### src/rtl/clip_pkg.sv
// Shared types and constants for the config line id parser.
// Used by clip_front, clip_fifo, clip_back and config_line_id_parser_top.
// No dependencies.
package clip_pkg;

    // character codes
    localparam logic [7:0] CH_NL    = 8'h0A;
    localparam logic [7:0] CH_EQ    = 8'h3D;
    localparam logic [7:0] CH_COLON = 8'h3A;
    localparam logic [7:0] CH_LC_I  = 8'h69;
    localparam logic [7:0] CH_LC_N  = 8'h6E;
    localparam logic [7:0] CH_LC_T  = 8'h74;
    localparam logic [7:0] CH_LC_B  = 8'h62;
    localparam logic [7:0] CH_LC_S  = 8'h73;
    localparam logic [7:0] CH_LC_V  = 8'h76;

    // id layout: 16 hex digits, colon, 16 hex digits
    localparam logic [5:0] ID_CHARS  = 6'd33;
    localparam logic [5:0] COLON_POS = 6'd16;
    localparam logic [7:0] LEN_SAT   = 8'd255;

    // token queue between front and back
    localparam int FIFO_DEPTH = 4;
    localparam int FIFO_AW    = $clog2(FIFO_DEPTH);
    localparam int FIFO_CW    = $clog2(FIFO_DEPTH + 1);

    // result codes
    localparam logic [1:0] DIR_NO_EQ = 2'd0;
    localparam logic [1:0] DIR_OTHER = 2'd1;
    localparam logic [1:0] DIR_INIT  = 2'd2;
    localparam logic [1:0] DIR_BSV   = 2'd3;

    localparam logic [1:0] ST_OK        = 2'd0;
    localparam logic [1:0] ST_MALFORMED = 2'd1;
    localparam logic [1:0] ST_TOO_LONG  = 2'd2;

    // key letters the matcher cares about
    typedef enum logic [2:0] {
        KC_I,
        KC_N,
        KC_T,
        KC_B,
        KC_S,
        KC_V,
        KC_OTHER
    } key_chr_t;

    // classified character, one per accepted byte
    typedef struct packed {
        logic       is_nl;
        logic       eod;
        logic       is_eq;
        logic       is_colon;
        logic       hex_ok;
        logic [3:0] hex_val;
        key_chr_t   kc;
    } token_t;

    // key matcher states
    typedef enum logic [8:0] {
        KM_START = 9'b000000001,
        KM_I     = 9'b000000010,
        KM_IN    = 9'b000000100,
        KM_INI   = 9'b000001000,
        KM_INIT  = 9'b000010000,
        KM_B     = 9'b000100000,
        KM_BS    = 9'b001000000,
        KM_BSV   = 9'b010000000,
        KM_MISS  = 9'b100000000
    } km_state_t;

endpackage

### src/rtl/config_line_id_parser_top.sv
// Top level of the config line id parser: front classifier, token queue, line parser.
// Depends on clip_pkg, clip_front, clip_fifo and clip_back.
//
// Usage:
//   Slave channel carries configuration text, one byte per transfer:
//   s_tdata[7:0] is the character, s_tlast marks the last byte of the data
//   and closes the open line. Byte 0x0A ends a line as well.
//   Master channel carries one transfer per non-empty line: m_tuser holds
//   the directive kind (no '=', other key, init, bsv) and the status (ok,
//   malformed id, line too long); m_tdata holds the 128-bit id, which is
//   zero unless the status is ok and the key is init or bsv.
// Throughput: one byte per cycle, sustained, as long as m_tready keeps up;
//   the parser consumes one queued token per cycle and each token only
//   touches small counters and a 4-bit shift of the id accumulators.
// Result path: a line-closing byte is written into the token queue and, once
//   at its head, is judged into the registered result slot behind m_tvalid.
// Stall: while a result waits on m_tready the parser holds, the 4-entry
//   token queue keeps taking bytes, and s_tready drops once it is full.
// Reset: rst_n clears the queue, the line state and the result slot;
//   s_tready is high from the first cycle after reset.
module config_line_id_parser_top #(
    parameter int MAX_LINE = 128
) (
    input  logic         clk,
    input  logic         rst_n,
    input  logic         s_tvalid,
    output logic         s_tready,
    input  logic   [7:0] s_tdata,    // [7:0] text_byte
    input  logic         s_tlast,    // end_of_data
    output logic         m_tvalid,
    input  logic         m_tready,
    output logic [127:0] m_tdata,    // [63:0] id_high, [127:64] id_low
    output logic   [3:0] m_tuser     // [1:0] directive, [3:2] status
);
    import clip_pkg::*;

    token_t               in_token;
    token_t               head_token;
    logic                 fifo_full;
    logic                 fifo_not_empty;
    logic                 fifo_pop;
    logic                 in_xfer;
    logic [FIFO_CW-1:0]   fifo_count;
    logic [1:0]           res_dir;
    logic [1:0]           res_st;
    logic [63:0]          res_hi;
    logic [63:0]          res_lo;

    assign s_tready = !fifo_full;
    assign in_xfer  = s_tvalid && s_tready;

    clip_front u_front (
        .text_byte   (s_tdata),
        .end_of_data (s_tlast),
        .token       (in_token)
    );

    clip_fifo u_fifo (
        .clk        (clk),
        .rst_n      (rst_n),
        .push       (in_xfer),
        .push_token (in_token),
        .full       (fifo_full),
        .pop        (fifo_pop),
        .not_empty  (fifo_not_empty),
        .head       (head_token),
        .count      (fifo_count)
    );

    clip_back #(
        .MAX_LINE (MAX_LINE)
    ) u_back (
        .clk           (clk),
        .rst_n         (rst_n),
        .tok_valid     (fifo_not_empty),
        .tok           (head_token),
        .tok_pop       (fifo_pop),
        .res_valid     (m_tvalid),
        .res_ready     (m_tready),
        .res_directive (res_dir),
        .res_status    (res_st),
        .res_id_high   (res_hi),
        .res_id_low    (res_lo)
    );

    assign m_tdata = {res_lo, res_hi};
    assign m_tuser = {res_st, res_dir};

    // queue never overflows nor underflows
    a_fifo_bound: assert property (@(posedge clk) disable iff (!rst_n)
        fifo_count <= FIFO_CW'(FIFO_DEPTH))
        else $error("token queue count out of range");

    // a nonzero id only comes with an ok init or bsv line
    a_id_ok: assert property (@(posedge clk) disable iff (!rst_n)
        m_tvalid && (m_tdata != '0) |-> (m_tuser[3:2] == ST_OK) && m_tuser[1])
        else $error("id reported on a line without a good id");

    // malformed status belongs to init or bsv only
    a_malformed_dir: assert property (@(posedge clk) disable iff (!rst_n)
        m_tvalid && (m_tuser[3:2] == ST_MALFORMED) |-> m_tuser[1])
        else $error("malformed status on a line that takes no id");

    // status code is never the unused value
    a_status_code: assert property (@(posedge clk) disable iff (!rst_n)
        m_tvalid |-> (m_tuser[3:2] != 2'd3))
        else $error("unused status code");

endmodule

### src/rtl/clip_front.sv
// Front end: classifies each input byte into a token for the queue.
// Depends on clip_pkg.
module clip_front (
    input  logic            [7:0] text_byte,
    input  logic                  end_of_data,
    output clip_pkg::token_t      token
);
    import clip_pkg::*;

    logic is_digit;
    logic is_lc_hex;
    logic is_uc_hex;

    always_comb
    begin
        is_digit  = (text_byte >= 8'h30) && (text_byte <= 8'h39);
        is_lc_hex = (text_byte >= 8'h61) && (text_byte <= 8'h66);
        is_uc_hex = (text_byte >= 8'h41) && (text_byte <= 8'h46);

        token.is_nl    = (text_byte == CH_NL);
        token.eod      = end_of_data;
        token.is_eq    = (text_byte == CH_EQ);
        token.is_colon = (text_byte == CH_COLON);
        token.hex_ok   = is_digit || is_lc_hex || is_uc_hex;
        // letters: low nibble 1..6 maps to 10..15
        token.hex_val  = is_digit ? text_byte[3:0] : (text_byte[3:0] + 4'd9);

        unique case (text_byte)
            CH_LC_I: token.kc = KC_I;
            CH_LC_N: token.kc = KC_N;
            CH_LC_T: token.kc = KC_T;
            CH_LC_B: token.kc = KC_B;
            CH_LC_S: token.kc = KC_S;
            CH_LC_V: token.kc = KC_V;
            default: token.kc = KC_OTHER;
        endcase
    end

endmodule

### src/rtl/clip_fifo.sv
// Short token queue decoupling the front end from the line parser.
// Depends on clip_pkg.
module clip_fifo (
    input  logic                          clk,
    input  logic                          rst_n,
    input  logic                          push,
    input  clip_pkg::token_t              push_token,
    output logic                          full,
    input  logic                          pop,
    output logic                          not_empty,
    output clip_pkg::token_t              head,
    output logic [clip_pkg::FIFO_CW-1:0]  count
);
    import clip_pkg::*;

    token_t               mem_reg [FIFO_DEPTH];
    logic [FIFO_AW-1:0]   wr_ptr_reg;
    logic [FIFO_AW-1:0]   wr_ptr_next;
    logic [FIFO_AW-1:0]   rd_ptr_reg;
    logic [FIFO_AW-1:0]   rd_ptr_next;
    logic [FIFO_CW-1:0]   count_reg;
    logic [FIFO_CW-1:0]   count_next;

    always_comb
    begin
        wr_ptr_next = push ? FIFO_AW'(wr_ptr_reg + 1'b1) : wr_ptr_reg;
        rd_ptr_next = pop  ? FIFO_AW'(rd_ptr_reg + 1'b1) : rd_ptr_reg;
        count_next  = count_reg;
        if (push && !pop)
            count_next = FIFO_CW'(count_reg + 1'b1);
        else if (pop && !push)
            count_next = FIFO_CW'(count_reg - 1'b1);
    end

    always_ff @(posedge clk or negedge rst_n)
    begin
        if (!rst_n)
        begin
            wr_ptr_reg <= '0;
            rd_ptr_reg <= '0;
            count_reg  <= '0;
        end
        else
        begin
            wr_ptr_reg <= wr_ptr_next;
            rd_ptr_reg <= rd_ptr_next;
            count_reg  <= count_next;
        end
    end

    always_ff @(posedge clk)
    begin
        if (push)
            mem_reg[wr_ptr_reg] <= push_token;
    end

    assign full      = (count_reg == FIFO_CW'(FIFO_DEPTH));
    assign not_empty = (count_reg != '0);
    assign head      = mem_reg[rd_ptr_reg];
    assign count     = count_reg;

endmodule

### src/rtl/clip_back.sv
// Back end: per-line parser state and the registered result slot.
// Depends on clip_pkg; tokens come from clip_fifo.
module clip_back #(
    parameter int MAX_LINE = 128
) (
    input  logic              clk,
    input  logic              rst_n,
    input  logic              tok_valid,
    input  clip_pkg::token_t  tok,
    output logic              tok_pop,
    output logic              res_valid,
    input  logic              res_ready,
    output logic       [1:0]  res_directive,
    output logic       [1:0]  res_status,
    output logic      [63:0]  res_id_high,
    output logic      [63:0]  res_id_low
);
    import clip_pkg::*;

    localparam logic [7:0] LenLimit = 8'(MAX_LINE);

    function automatic km_state_t next_key(km_state_t k, key_chr_t c);
        km_state_t r;
        r = KM_MISS;
        unique case (k)
            KM_START:
            begin
                if (c == KC_I)
                    r = KM_I;
                else if (c == KC_B)
                    r = KM_B;
            end
            KM_I:    if (c == KC_N) r = KM_IN;
            KM_IN:   if (c == KC_I) r = KM_INI;
            KM_INI:  if (c == KC_T) r = KM_INIT;
            KM_B:    if (c == KC_S) r = KM_BS;
            KM_BS:   if (c == KC_V) r = KM_BSV;
            default: r = KM_MISS;
        endcase
        return r;
    endfunction

    // line state
    logic        phase_reg;
    logic        phase_next;
    km_state_t   km_reg;
    km_state_t   km_next;
    logic [7:0]  len_reg;
    logic [7:0]  len_next;
    logic [5:0]  vidx_reg;
    logic [5:0]  vidx_next;
    logic [63:0] acc_hi_reg;
    logic [63:0] acc_hi_next;
    logic [63:0] acc_lo_reg;
    logic [63:0] acc_lo_next;
    logic        err_reg;
    logic        err_next;

    // result slot
    logic        out_valid_reg;
    logic        out_valid_next;
    logic [1:0]  out_dir_reg;
    logic [1:0]  out_dir_next;
    logic [1:0]  out_st_reg;
    logic [1:0]  out_st_next;
    logic [63:0] out_hi_reg;
    logic [63:0] out_hi_next;
    logic [63:0] out_lo_reg;
    logic [63:0] out_lo_next;

    // state after taking the token as a character
    logic        t_phase;
    km_state_t   t_km;
    logic [7:0]  t_len;
    logic [5:0]  t_vidx;
    logic [63:0] t_hi;
    logic [63:0] t_lo;
    logic        t_err;

    // state the line is closed with
    logic        c_phase;
    km_state_t   c_km;
    logic [7:0]  c_len;
    logic [5:0]  c_vidx;
    logic        c_err;

    logic        out_free;
    logic        closing;
    logic        emit;
    logic [1:0]  dir;
    logic [1:0]  st;

    always_comb
    begin
        t_phase = phase_reg;
        t_km    = km_reg;
        t_len   = (len_reg == LEN_SAT) ? len_reg : 8'(len_reg + 1'b1);
        t_vidx  = vidx_reg;
        t_hi    = acc_hi_reg;
        t_lo    = acc_lo_reg;
        t_err   = err_reg;

        if (!phase_reg)
        begin
            if (tok.is_eq)
                t_phase = 1'b1;
            else
                t_km = next_key(km_reg, tok.kc);
        end
        else if (vidx_reg < ID_CHARS)
        begin
            if (vidx_reg == COLON_POS)
            begin
                if (!tok.is_colon)
                    t_err = 1'b1;
            end
            else if (!tok.hex_ok)
                t_err = 1'b1;
            else if (vidx_reg < COLON_POS)
                t_hi = {acc_hi_reg[59:0], tok.hex_val};
            else
                t_lo = {acc_lo_reg[59:0], tok.hex_val};
            t_vidx = 6'(vidx_reg + 1'b1);
        end

        // a newline only terminates; any other byte joins the line first
        if (tok.is_nl)
        begin
            c_phase = phase_reg;
            c_km    = km_reg;
            c_len   = len_reg;
            c_vidx  = vidx_reg;
            c_err   = err_reg;
        end
        else
        begin
            c_phase = t_phase;
            c_km    = t_km;
            c_len   = t_len;
            c_vidx  = t_vidx;
            c_err   = t_err;
        end

        if (!c_phase)
            dir = DIR_NO_EQ;
        else if (c_km == KM_INIT)
            dir = DIR_INIT;
        else if (c_km == KM_BSV)
            dir = DIR_BSV;
        else
            dir = DIR_OTHER;

        if (c_len >= LenLimit)
            st = ST_TOO_LONG;
        else if (dir[1] && (c_err || (c_vidx < ID_CHARS)))
            st = ST_MALFORMED;
        else
            st = ST_OK;

        out_free = !out_valid_reg || res_ready;
        tok_pop  = tok_valid && out_free;
        closing  = tok.is_nl || tok.eod;
        emit     = tok_pop && closing && (c_len != 8'd0);

        phase_next  = phase_reg;
        km_next     = km_reg;
        len_next    = len_reg;
        vidx_next   = vidx_reg;
        acc_hi_next = acc_hi_reg;
        acc_lo_next = acc_lo_reg;
        err_next    = err_reg;
        if (tok_pop)
        begin
            if (closing)
            begin
                phase_next  = 1'b0;
                km_next     = KM_START;
                len_next    = '0;
                vidx_next   = '0;
                acc_hi_next = '0;
                acc_lo_next = '0;
                err_next    = 1'b0;
            end
            else
            begin
                phase_next  = t_phase;
                km_next     = t_km;
                len_next    = t_len;
                vidx_next   = t_vidx;
                acc_hi_next = t_hi;
                acc_lo_next = t_lo;
                err_next    = t_err;
            end
        end

        out_valid_next = out_free ? emit : out_valid_reg;
        out_dir_next   = out_dir_reg;
        out_st_next    = out_st_reg;
        out_hi_next    = out_hi_reg;
        out_lo_next    = out_lo_reg;
        if (emit)
        begin
            out_dir_next = dir;
            out_st_next  = st;
            // ids only when the line's own accumulators hold a good id
            out_hi_next  = (st == ST_OK && dir[1]) ? (tok.is_nl ? acc_hi_reg : t_hi) : '0;
            out_lo_next  = (st == ST_OK && dir[1]) ? (tok.is_nl ? acc_lo_reg : t_lo) : '0;
        end
    end

    always_ff @(posedge clk or negedge rst_n)
    begin
        if (!rst_n)
        begin
            phase_reg     <= 1'b0;
            km_reg        <= KM_START;
            len_reg       <= '0;
            vidx_reg      <= '0;
            acc_hi_reg    <= '0;
            acc_lo_reg    <= '0;
            err_reg       <= 1'b0;
            out_valid_reg <= 1'b0;
        end
        else
        begin
            phase_reg     <= phase_next;
            km_reg        <= km_next;
            len_reg       <= len_next;
            vidx_reg      <= vidx_next;
            acc_hi_reg    <= acc_hi_next;
            acc_lo_reg    <= acc_lo_next;
            err_reg       <= err_next;
            out_valid_reg <= out_valid_next;
        end
    end

    always_ff @(posedge clk)
    begin
        out_dir_reg <= out_dir_next;
        out_st_reg  <= out_st_next;
        out_hi_reg  <= out_hi_next;
        out_lo_reg  <= out_lo_next;
    end

    assign res_valid     = out_valid_reg;
    assign res_directive = out_dir_reg;
    assign res_status    = out_st_reg;
    assign res_id_high   = out_hi_reg;
    assign res_id_low    = out_lo_reg;

endmodule

### config.mk
export PLATFORM = sky130hd
export DESIGN_NAME = config_line_id_parser_top
export DESIGN_NICKNAME = d
export VERILOG_FILES = /design/src/rtl/clip_pkg.sv /design/src/rtl/config_line_id_parser_top.sv /design/src/rtl/clip_front.sv /design/src/rtl/clip_fifo.sv /design/src/rtl/clip_back.sv
export SDC_FILE = /design/constraint.sdc
export NUM_CORES = 1
export LEC_CHECK = 0
export ABC_AREA = 1
export BUFFER_PORTS_ARGS = -buffer_cell sky130_fd_sc_hd__clkbuf_2
export CORE_MARGIN = 4
export CORE_UTILIZATION = 55
export CTS_CLUSTER_SIZE = 24
export DETAILED_ROUTE_END_ITERATION = 10
export GPL_TIMING_DRIVEN = 0
export PLACE_DENSITY = 0.75
export SLEW_MARGIN = 30
export SYNTH_ARGS = -nofsm -noshare
export SYNTH_HDL_FRONTEND = slang
export SYNTH_SLANG_ARGS = --single-unit
export TNS_END_PERCENT = 1
### constraint.sdc
create_clock -name clk -period 9 [get_ports clk]
set_clock_uncertainty 0.05 [all_clocks]
set_input_delay 1.8 -clock clk [delete_from_list [all_inputs] [get_ports clk]]
set_output_delay 1.8 -clock clk [all_outputs]
set_load 0.005 [all_outputs]
# Word level (Yosys, flattened, before mapping)
# Memory sizes are Yosys's and may differ from the RTL's.
# Cells that the tools add are included.
[classes]
muxes = 55
magnitude_cmp = 10
n_reduce_logical = 26
n_addsub = 7
eq_ne = 25
n_bitwise = 1
[ops]
columns = ["op", "count"]
rows = [
  ["$mux 64", 14],
  ["$mux 9", 11],
  ["$pmux 9 s6", 1],
  ["$eq 8x7->1 const B", 6],
  ["$mux 6", 4],
  ["$mux 8", 3],
  ["$pmux 3 s6", 1],
  ["$eq 8x6->1 const B", 2],
  ["$ge 8x7->1 const B", 2],
  ["$le 8x7->1 const B", 2],
  ["$mux 1", 14],
  ["$lt 6x6->1 const B", 2],
  ["$logic_and 1x1->1", 11],
  ["$eq 3x3->1 const B", 3],
  ["$eq 9x1->1 const B", 1],
  ["$eq 9x2->1 const B", 1],
  ["$eq 9x3->1 const B", 1],
  ["$eq 9x4->1 const B", 1],
  ["$eq 9x5->1 const B", 1],
  ["$eq 9x6->1 const B", 1],
  ["$eq 9x7->1 const B", 1],
  ["$eq 9x8->1 const B", 1],
  ["$add 8x1->8 const B", 1],
  ["$eq 8x4->1 const B", 1],
  ["other kinds (25)", 38],
]
[totals]
out_inout_bits = 134
elab_cells = 141
input_bits = 13
ram_bits = 48
register_bits = 293
n_memories = 1
[memory_table]
columns = ["name", "words", "width", "rd", "rd_clocked_by_memory_dff", "wr", "line", "text"]
rows = [
  ["u_fifo.mem_reg", 4, 12, 1, 0, 1, "clip_fifo.sv:16", "token_t mem_reg [FIFO_DEPTH];"],
]

# Depth between registers and ports, before layout
# An unclocked memory read counts as a cell.
[depth]
word_depth = 17
mapped_depth = 19
ltp_nobuf = 15

# Hierarchy
# From an unflattened synthesis, not the netlist that was laid out.
[unflattened]
cells_unflattened = 1962
area_unflattened_um2 = 17927.2
[by_module_without_submodules]
columns = ["mod", "area_per_inst_um2", "n_inst", "cells_each"]
rows = [
  ["clip_back", 15129.5, 1, 1690],
  ["clip_fifo", 2344.7, 1, 189],
  ["clip_front", 439.2, 1, 80],
  ["config_line_id_parser_top", 13.8, 1, 3],
]

# Worst setup path after synthesis
# Ideal clock, no wire load.
[synth_timing]
path_kind = "input -> register"
start = "in m_tready"
end = "reg u_back.out_dir_reg[0], in the netlist u_back.res_directive[0], enable pin"
slack_ps = 3305
path_stages = 6
required_time_ps = 8465
setup_ps = 485
arrival_ps = 5160
cell_sequence = "nor2_1 a31oi_1 clkinv_1 nor2_1 nand2_1 inv_1"
[synth_via]
elab_chain_len = 4
[synth_rtl]
columns = ["item", "line", "text"]
rows = [
  ["from (decl)", "config_line_id_parser_top.sv:31", "input logic m_tready,"],
  ["$logic_or 1x1->1", "clip_back.sv:160", "out_free = !out_valid_reg || res_ready;"],
  ["$logic_and 1x1->1", "clip_back.sv:161", "tok_pop = tok_valid && out_free;"],
  ["$logic_and 1x1->1 (2 in series)", "clip_back.sv:163", "emit = tok_pop && closing && (c_len != 8'd0);"],
  ["via u_back.emit", "clip_back.sv:89", "logic emit;"],
  ["to (signal assigned)", "clip_back.sv:239", "out_dir_reg <= out_dir_next;"],
  ["to (decl)", "clip_back.sv:62", "logic [1:0] out_dir_reg;"],
]
# The timed path passes the listed nets, and every way through them passes these cells.
# A chain may end at the register's enable or synchronous reset.

# Worst setup path in the final report
[layout_timing]
start = "in m_tready"
end = "reg u_back.out_lo_reg[29], in the netlist u_back.res_id_low[29], enable pin"
[layout_via]
elab_chain_len = 4
[layout_rtl]
columns = ["item", "line", "text"]
rows = [
  ["$logic_or 1x1->1", "clip_back.sv:160", ""],
  ["$logic_and 1x1->1", "clip_back.sv:161", ""],
  ["$logic_and 1x1->1 (2 in series)", "clip_back.sv:163", ""],
  ["via u_back.emit", "clip_back.sv:89", ""],
  ["to (signal assigned)", "clip_back.sv:242", "out_lo_reg <= out_lo_next;"],
  ["to (decl)", "clip_back.sv:68", "logic [63:0] out_lo_reg;"],
]
# The timed path passes the listed nets, and every way through them passes these cells.

==> results.py <==
metrics = {
    "sta": {
        "maxSlewHeadroom_pct": 51.7,
        "period_needed_ps": 3900,
        "tns_ps": 0,
        "worst_slew_pin_slew_ps": 723,
        "final-setup-viol-count": 0,
        "maxSlewViolCount": 0,
        "final.period_utilization_pct": 43.4,
        "finalHoldViolCount": 0,
        "rsz0062_at_grt": "false",
        "fmax_mhz": 256,
        "holdWs_ps": 458,
    },
    "floorplan": {
        "rows": 63,
        "die_area_sq_um": 32900,
        "die-width_microns": 181,
        "io_pins": 147,
        "start_util_pct": 55.8,
        "core-area_sq_um": 29600,
        "die_h_microns": 181,
    },
    "placed_design": {
        "place.gp.congestion": 0.918,
        "dp_hpwl_microns": 27100,
        "io_buffers": 146,
    },
    "final_layout": {
        "antenna_cells": 0,
        "synthToLayoutAreaGrowth_pct": 15.1,
        "nNetsFinal": 2095,
        "drive_gt1_share_pct": 14.6,
    },
    "job": {
        "drv_cap": 0,
    },
    "clocking": {
        "cts_tree": "yes",
        "htree_levels": 2,
        "hold_buffers": 0,
        "root_buffer": "clkbuf_16",
        "cts_resized": 0,
        "clock-sinks": 341,
        "clk_pin_slew_ps": 60,
        "clock_latency_ps": 520,
        "clock_tree.buffer_depth": 3,
        "post_cts_buffers": 0,
        "cts_made_buffers": 36,
    },
    "drt": {
        "routed_wl_microns": 39600,
        "drc": 0,
        "drt_pass1_iterations": 6,
        "route.antenna.remaining_nets": 0,
        "route.vias.total": 13700,
        "via_per_inst": 5.50,
        "avgRoutedWirePerCell_microns": 15.9,
        "drt-initial-drc-count": 1495,
    },
    "status": {
        "outcome": "complete, no violations",
    },
    "critical_path": {
        "crit_type": "in2reg",
        "cp_slowest_stage_delay_ps": 380,
        "path_cells": "clkbuf_2, nor2_1, a31oi_1, clkinv_1, nor2_1, nand2_1, inv_8, buf_16",
        "startpoint_type": "primary input",
        "slowest_stage": "buf_16",
        "worstPathArrival_ps": 4010,
        "r2r_start": "u_fifo.rd_ptr_reg[0]",
        "path_max_fanout": 95,
        "worstPathRequired_ps": 9110,
        "end_kind": "flop",
        "startpoint": "m_tready",
        "crit_path_frequent_cell": "nor2_1",
    },
    "global_routing": {
        "grt_max_degree": 96,
        "grt_pass1_vias": 13300,
        "grt_pass1_wl_microns": 65400,
        "grt_usage_pct": 23.7,
        "gr-total-overflow": 0,
        "antenna_found_initial": 0,
    },
    "synthesis": {
        "yosysTopAreaCellShare_pct": 32.7,
        "seq_area_frac_synth_pct": 57.1,
        "synth-seq-cells": 341,
        "synth_most_common_cell": "nand2_1",
        "synth_top_family_by_area": "simple AND/OR/NAND/NOR gates",
        "synth-async-reset-ratio_pct": 47.2,
        "ys.flop_type": "edfxtp_1",
        "yosys.area_share.simple_pct": 18.4,
        "synthAdderAreaFrac_pct": 1.11,
        "synth_enable_flop_cells": 180,
        "yosys-top-cells-area": "edfxtp_1 33%, dfrtp_1 24%, o21ai_0 11%, nand2_1 10%, inv_1 4.5%",
        "synth_top_area_cell": "edfxtp_1",
        "synth_xor_area_share_pct": 0.583,
        "synth_cell_types": 42,
        "synth_compound_area_share_pct": 14.8,
        "synthCells": 1881,
        "synth_mux_area_share_pct": 0,
        "ys_warn_count": 0,
        "syn_area_sq_um": 16500,
        "syn_area_per_cell_sq_um": 8.79,
        "syn-num-nets": 1908,
        "synth_common_cells": "443 x nand2_1, 358 x o21ai_0, 198 x inv_1",
    },
    "worst_hold_path": {
        "hp-class": "reg2reg",
        "min_from": "u_back.err_reg",
    },
    "power": {
        "powerDensity_nw_per_um2": 336,
        "irDropWorstVdd_v": 0.000380,
        "power.leakage_nw": 8.39,
    },
}
==> layer usage <==
layer / vias up / track usage, % / share of wire [%]
li1: 6626 / - / -
met1: 6528 / 32.7 / 43
met2: 452 / 40.5 / 49
met3: 57 / 3.04 / 5.8
met4: 0 / 5.34 / 1.9
met5: - / 0 / 0
==> where the power goes <==
part / internal [mW] / leakage, nW / switching (mW)
Sequential: 2.22 / 3.98 / 0.137
Combinational: 0.730 / 3.83 / 1.84
Clock: 0.868 / 0.573 / 0.595
Total: 3.81 / 8.39 / 2.57
==> area by class of cell <==
type	instances	area, sq um
Fill cell	2495	10600
Tap cell	390	488
Sequential cell	341	9440
Clock buffer	54	1050
Multi-Input combinational cell	1223	5770
Clock inverter	11	118
Timing Repair Buffer	149	822
Inverter	206	783
Buffer	111	558
==> through the flow <==
step	worst slack (ps)	power, mW	utilization, %	cell area [sq um]	std cells
final	5100	6.38	64.2	19000	2485
after global routing	4840	6.80	64.2	19000	2485
after CTS	5130	6.41	64.2	19000	2485
after detailed placement	4590	4.93	60.2	17900	2420
after global placement	1790	4.92	59.9	17700	2417
after floorplan	3300	3.99	-	16500	1881
==> kinds of logic after synthesis <==
logic type | Yosys count
and+or+nand+nor | 738
AOI/OAI and AO/OA | 460
DFF | 341
buffers and inverters | 317
adders and majority gates | 14
xor gates and xnor gates | 11
==> worst paths after layout <==
check	depth (start not counted)	end	slack, ps
hold / removal	2	u_back.err_reg	460
hold reg to reg	2	u_back.err_reg	460
setup / recovery	8	u_back.res_id_low[29]	5100
min in group asynchronous	1	u_fifo.count[1]	1100
max in group asynchronous	3	u_back.len_reg[1]	6820
setup reg to reg	14	u_back.res_id_low[29]	5410
==> cell usage in the layout (no fill, tap or decap), types with 5 or more instances in the layout <==
cell type  count
nand2_1      443
o21ai_0      358
inv_1        197
edfxtp_1     180
nor2_1       161
dfrtp_1      160
clkbuf_2     145
clkbuf_1      84
o22ai_1       75
nand3_1       56
nor2_2        47
clkbuf_16     38
buf_2         17
buf_6         15
ha_1          13
xor2_1        10
nand4_1        9
a21oi_1        9
nand2_2        7
nor3_1         7
inv_2          6
a31oi_1        6
buf_1          5
clkbuf_8       5
clkinv_2       5
==> worst max-delay path: cells and delay by family <==
kind,cells,cell delay (ps)
AO/OA/AOI/OAI,1,290
buffers and inverters,4,1130
AND/OR/NAND/NOR,3,670
Note: power is estimated with default switching activity, not from simulation.
